[config.mk]
export PLATFORM = sky130hd
export DESIGN_NAME = tld_ram
export DESIGN_NICKNAME = d
export VERILOG_FILES = /design/src/rtl/core/tld_pkg.sv /design/src/rtl/core/tld_ram.sv
export SDC_FILE = /design/constraint.sdc
export NUM_CORES = 2
export LEC_CHECK = 0
export ABC_CLOCK_PERIOD_IN_PS = 3310
export CORE_AREA = 2 2 543 545
export CTS_CLUSTER_DIAMETER = 80
export DETAILED_ROUTE_END_ITERATION = 10
export DIE_AREA = 0 0 545 547
export DONT_BUFFER_PORTS = 1
export GPL_ROUTABILITY_DRIVEN = 0
export PLACE_DENSITY = 0.73
export SLEW_MARGIN = 20
export SYNTH_ARGS = -nofsm -noshare
export SYNTH_HDL_FRONTEND = slang
export SYNTH_SLANG_ARGS = --single-unit
[constraint.sdc]
create_clock -name clock -period 3.31 [get_ports clock]
set_input_delay 0.4965 -clock clock [delete_from_list [all_inputs] [get_ports clock]]
set_output_delay 0.4965 -clock clock [all_outputs]
set_load 0.02 [all_outputs]
[src/rtl/core/tld_pkg.sv]
`default_nettype none
package tld_pkg;
   localparam int BufferDepth = 512;
   localparam logic [3:0]  InFlagsReset  = 4'd4;
   localparam logic [4:0]  LocFlagsReset = 5'd15;
   localparam logic [23:0] SigCharsReset = 24'h1A1C03;
   localparam logic [31:0] EditCharsReset = 32'h17157F04;
   localparam logic [15:0] EofMax = 16'hFFFF;

   localparam logic [1:0] ModeRx    = 2'd0;
   localparam logic [1:0] ModeRead  = 2'd1;
   localparam logic [1:0] ModeFlush = 2'd2;

   localparam logic [2:0] EchoNone  = 3'd0;
   localparam logic [2:0] EchoByte  = 3'd1;
   localparam logic [2:0] EchoCaret = 3'd2;
   localparam logic [2:0] EchoCrlf  = 3'd3;
   localparam logic [2:0] EchoErase = 3'd4;

   localparam logic [1:0] RegInFlags  = 2'd0;
   localparam logic [1:0] RegLocFlags = 2'd1;
   localparam logic [1:0] RegSigChars = 2'd2;
   localparam logic [1:0] RegEditChars = 2'd3;

   typedef enum logic [3:0] {
      ST_IDLE, ST_DECIDE, ST_COMMIT_RD, ST_COMMIT_WR, ST_COMMIT_NL,
      ST_WERASE_RD, ST_WERASE_CHK, ST_READ_RD, ST_READ_DONE, ST_RESULT
   } state_type;

   typedef struct packed {
      logic [2:0] echo_kind;
      logic [7:0] echo_byte;
      logic [8:0] erase_count;
      logic [1:0] signal_kind;
      logic       wake;
      logic       flushed;
      logic       read_valid;
      logic [7:0] read_byte;
      logic       read_eof;
      logic       line_done;
      logic [8:0] queue_count;
   } result_type;

   function automatic logic [2:0] echo_kind_of(input logic [7:0] c);
      if (c == 8'h0A || c == 8'h0D) return EchoCrlf;
      if (c == 8'h09) return EchoByte;
      if (c < 8'h20) return EchoCaret;
      if (c == 8'h7F) return EchoNone;
      return EchoByte;
   endfunction
endpackage
`default_nettype wire

[src/rtl/core/tld_ram.sv]
`default_nettype none
module tld_ram #(
   parameter int Depth = tld_pkg::BufferDepth,
   localparam int AW = $clog2(Depth)
) (
   input  wire logic          clock,
   input  wire logic          we,
   input  wire logic [AW-1:0] waddr,
   input  wire logic [7:0]    wdata,
   input  wire logic [AW-1:0] raddr,
   output logic [7:0]         rdata
);
   logic [7:0] mem [Depth];
   always_ff @(posedge clock) begin
      if (we) begin
         mem[waddr] <= wdata;
      end
      rdata <= mem[raddr];
   end
endmodule
`default_nettype wire

==> impl_metrics.yaml <==
timing:
  worst_pin_slew_ps: 1930
  skew_ps: 51.3
  final.period_utilization: 1.19
  hold_violations: 9
  setup_viol: 8
  fmax_ghz: 0.255
  finalHoldWorstSlack_ps: -5.74
  maxSlewViolCount: 253
  finalWorstPathRequiredPeriod_ps: 3930
  max-slew-margin-rel: -0.285
  setup_ws_post_layout_ps: -618
worst_hold_path:
  timing.hold.worst.class: "in -> reg"
  whs_path_depth: 1
setup_path:
  cp.arrival_ps: 4800
  cell_repeated_most_along_the_worst_path: "sky130_fd_sc_hd__buf_4"
  path_cells: "or2_4 > buf_4 > o221ai_1 > buf_4 > a21oi_1 > nor4_1 > buf_4 > nand4_1 > nor4_2 > buf_4 > o2111a_1"
  category_of_the_worst_setup_path_capture_point: "flip-flop"
  critPathMaxFanout: 621
  timing.critical_path.required_ps: 4180
  cp-start-kind: "primary input"
  critPathMaxStageDelay_ps: 750
  slowest_stage: "sky130_fd_sc_hd__or2_4"
  reg2regPathDepth: 10
  timing.setup.critical_path_class: "in -> reg"
placement:
  dp_wirelength_mm: 237
  dp_worst_setup_slack_ps: -919
  port_buffers: 0
synthesis:
  ys_types: 51
  syn_area_um2: 160000
  postSynthNetCount: 8058
  leading_register_cell_type_out_of_synthesis: "sky130_fd_sc_hd__edfxtp_1"
  yosys_register_bits: 4104
  syn-mean-instance-area_um2: 19.9
  synthArstFlopShare: 0
  synth-edff-count: 4096
  synth-warning-count: 0
  post_synth_inst_count: 8030
  ys_seq_area_frac: 0.770
cts:
  cts-root-to-sink-buffers: 4
  cts_sinks: 4104
  worst_setup_hold_path_clk_slew_ps: 70
  cts_bufs_inserted: 398
  cts_htree_levels: 5
  ctsRootBufferMaster: "sky130_fd_sc_hd__clkbuf_16"
  tritoncts_clock_tree: "done"
  clock_latency_ps: 920
power:
  power.density_nw_per_um2: 585
  max-vdd-ir-drop_mv: 0.462
  p_leak_nw: 58.4
  p_total_mw: 106
global_routing:
  met1_track_demand_over_resource: 0.390
  grt_antenna_before_repair: 17
  grt_use_met2: 0.418
  gr-total-overflow: 0
  met3_usage: 0.0621
  first_pass_grt_wire_length_mm: 594
  first_global_vias: 83100
  grt-busiest-layer: "met2"
  global_route.usage.total: 0.275
  grt_max_degree: 622
finish:
  finish.net_count: 8668
  seqCellArea_um2: 123000
  fill_cells: 19400
  area.growth.synth_to_final_pct: 13.3
  layout_commonest_cell: "sky130_fd_sc_hd__edfxtp_1"
  multiInputGateArea_um2: 34000
  layout_common_cells: "sky130_fd_sc_hd__edfxtp_1, sky130_fd_sc_hd__mux2i_1, sky130_fd_sc_hd__mux4_2, sky130_fd_sc_hd__buf_4, sky130_fd_sc_hd__nor2_1"
  post_route_cells_drive_above_1_share: 0.217
die:
  die_height_um: 547
  die_x_um: 545
  dieArea_um2: 298000
  io_pins: 36
  fp-row-count: 199
  fp.coreArea_um2: 293000
  effective_utilization_at_floorplan: 0.547
flow_run:
  maxCapViolations: 0
routing:
  detail_route.iter0.violations: 14100
  vias: 85300
  drt_pass1_iterations: 9
  finalWirelength_mm: 417
  drc_violation_count_after_routing: 0
  routed_wire_length_per_instance_um: 32.4
  ant_nets: 0
  routed_via_count_divided_by_cell_count: 6.62
run_status:
  outcome: "finished, violations left"
  violations_in_the_final_reports: "hold timing, slew limit, setup timing"
[critical path, delay by kind of cell]
family | cells | cell delay [ps]
AO/OA/AOI/OAI | 3 | 550
AND/OR/NAND/NOR | 4 | 2070
buffers and inverters | 4 | 900
[cells by family after synthesis]
group,synth area share
DFF,0.770
AOI/OAI and AO/OA,0.0431
and+or+nand+nor,0.0263
muxes,0.142
buffers and inverters,0.0185
[repair_timing]
| action | in CTS | in global routing |
|---|---|---|
| buffers inserted | 0 | 1 |
| setup endpoints to repair | 0 | 5 |
| hold buffers | 20 | 9 |
| resized for setup | 0 | 4 |
| hold endpoints to repair | 626 | 259 |
[Yosys cell counts (13+ instances only)]
library cell                  n  area share
sky130_fd_sc_hd__nor2_1     597       0.014
sky130_fd_sc_hd__o21ai_0    118      0.0037
sky130_fd_sc_hd__mux4_2     654       0.092
sky130_fd_sc_hd__buf_1       41     0.00096
sky130_fd_sc_hd__clkbuf_1   265      0.0062
sky130_fd_sc_hd__and2_1      20     0.00078
sky130_fd_sc_hd__o221ai_1   371       0.020
sky130_fd_sc_hd__a22oi_1     61      0.0029
sky130_fd_sc_hd__buf_4       70      0.0033
sky130_fd_sc_hd__a211oi_1    17     0.00080
sky130_fd_sc_hd__nand4_1     32      0.0013
sky130_fd_sc_hd__buf_6       64      0.0045
sky130_fd_sc_hd__o22ai_1    163      0.0064
sky130_fd_sc_hd__nand3_1     36      0.0011
sky130_fd_sc_hd__nor3_1     109      0.0034
sky130_fd_sc_hd__a21oi_1    194      0.0061
sky130_fd_sc_hd__edfxtp_1  4096        0.77
sky130_fd_sc_hd__nor4_1      36      0.0014
sky130_fd_sc_hd__nand2_1    111      0.0026
sky130_fd_sc_hd__mux2i_1    797       0.050
sky130_fd_sc_hd__o31ai_1     13     0.00061
sky130_fd_sc_hd__buf_2       57      0.0018
[sequential cells by signal (all words and copies together) (netlist names)]
register	count
rdata	8
mem	4096
[per-stage QoR]
step	setup TNS, ps	utilization	area (µm²)	instances
5_1_grt	-6.94	0.620	181000	12900
4_1_cts	0	0.617	181000	12900
6_report	-2910	0.620	181000	12900
3_5_place_dp	-5420	0.574	168000	12100
2_1_floorplan	0	-	160000	8030
3_3_place_gp	-5220	0.574	168000	12100
[per-layer routing]
metal  vias to the layer above  share of wire
met2                      5752           0.46
met3                       962           0.12
met1                     43900           0.37
met4                         6          0.049
li1                      34700              -
met5                         -       0.000098
[layout make-up]
cell class	instances	share of cell area
clock buffers	494	0.0578
well taps	3919	0.0271
inverters	3	0.000104
repair buffers	723	0.0378
clock inverters	224	0.0101
diodes	6	0.0000828
multi-input cells	3410	0.188
flip-flops and latches	4104	0.679
[worst paths after layout]
path | start | slack (ps) | endpoint
setup / recovery | raddr[1] | -620 | rdata[2]
hold / removal | wdata[7] | -6 | mem[399][7]
setup reg to reg | mem[267][2] | 250 | rdata[2]
hold reg to reg | mem[334][3] | 1140 | rdata[3]
[report_power, final]
| part | switching (mW) | internal, mW | leakage, nW | total, mW |
|---|---|---|---|---|
| combinational | 3.26 | 1.94 | 15.5 | 5.20 |
| sequential | 0.137 | 57.2 | 36.9 | 57.4 |
| clock | 19.1 | 24.3 | 6.02 | 43.4 |
| total | 22.5 | 83.5 | 58.4 | 106 |
Power figures use the tool's default switching activity.
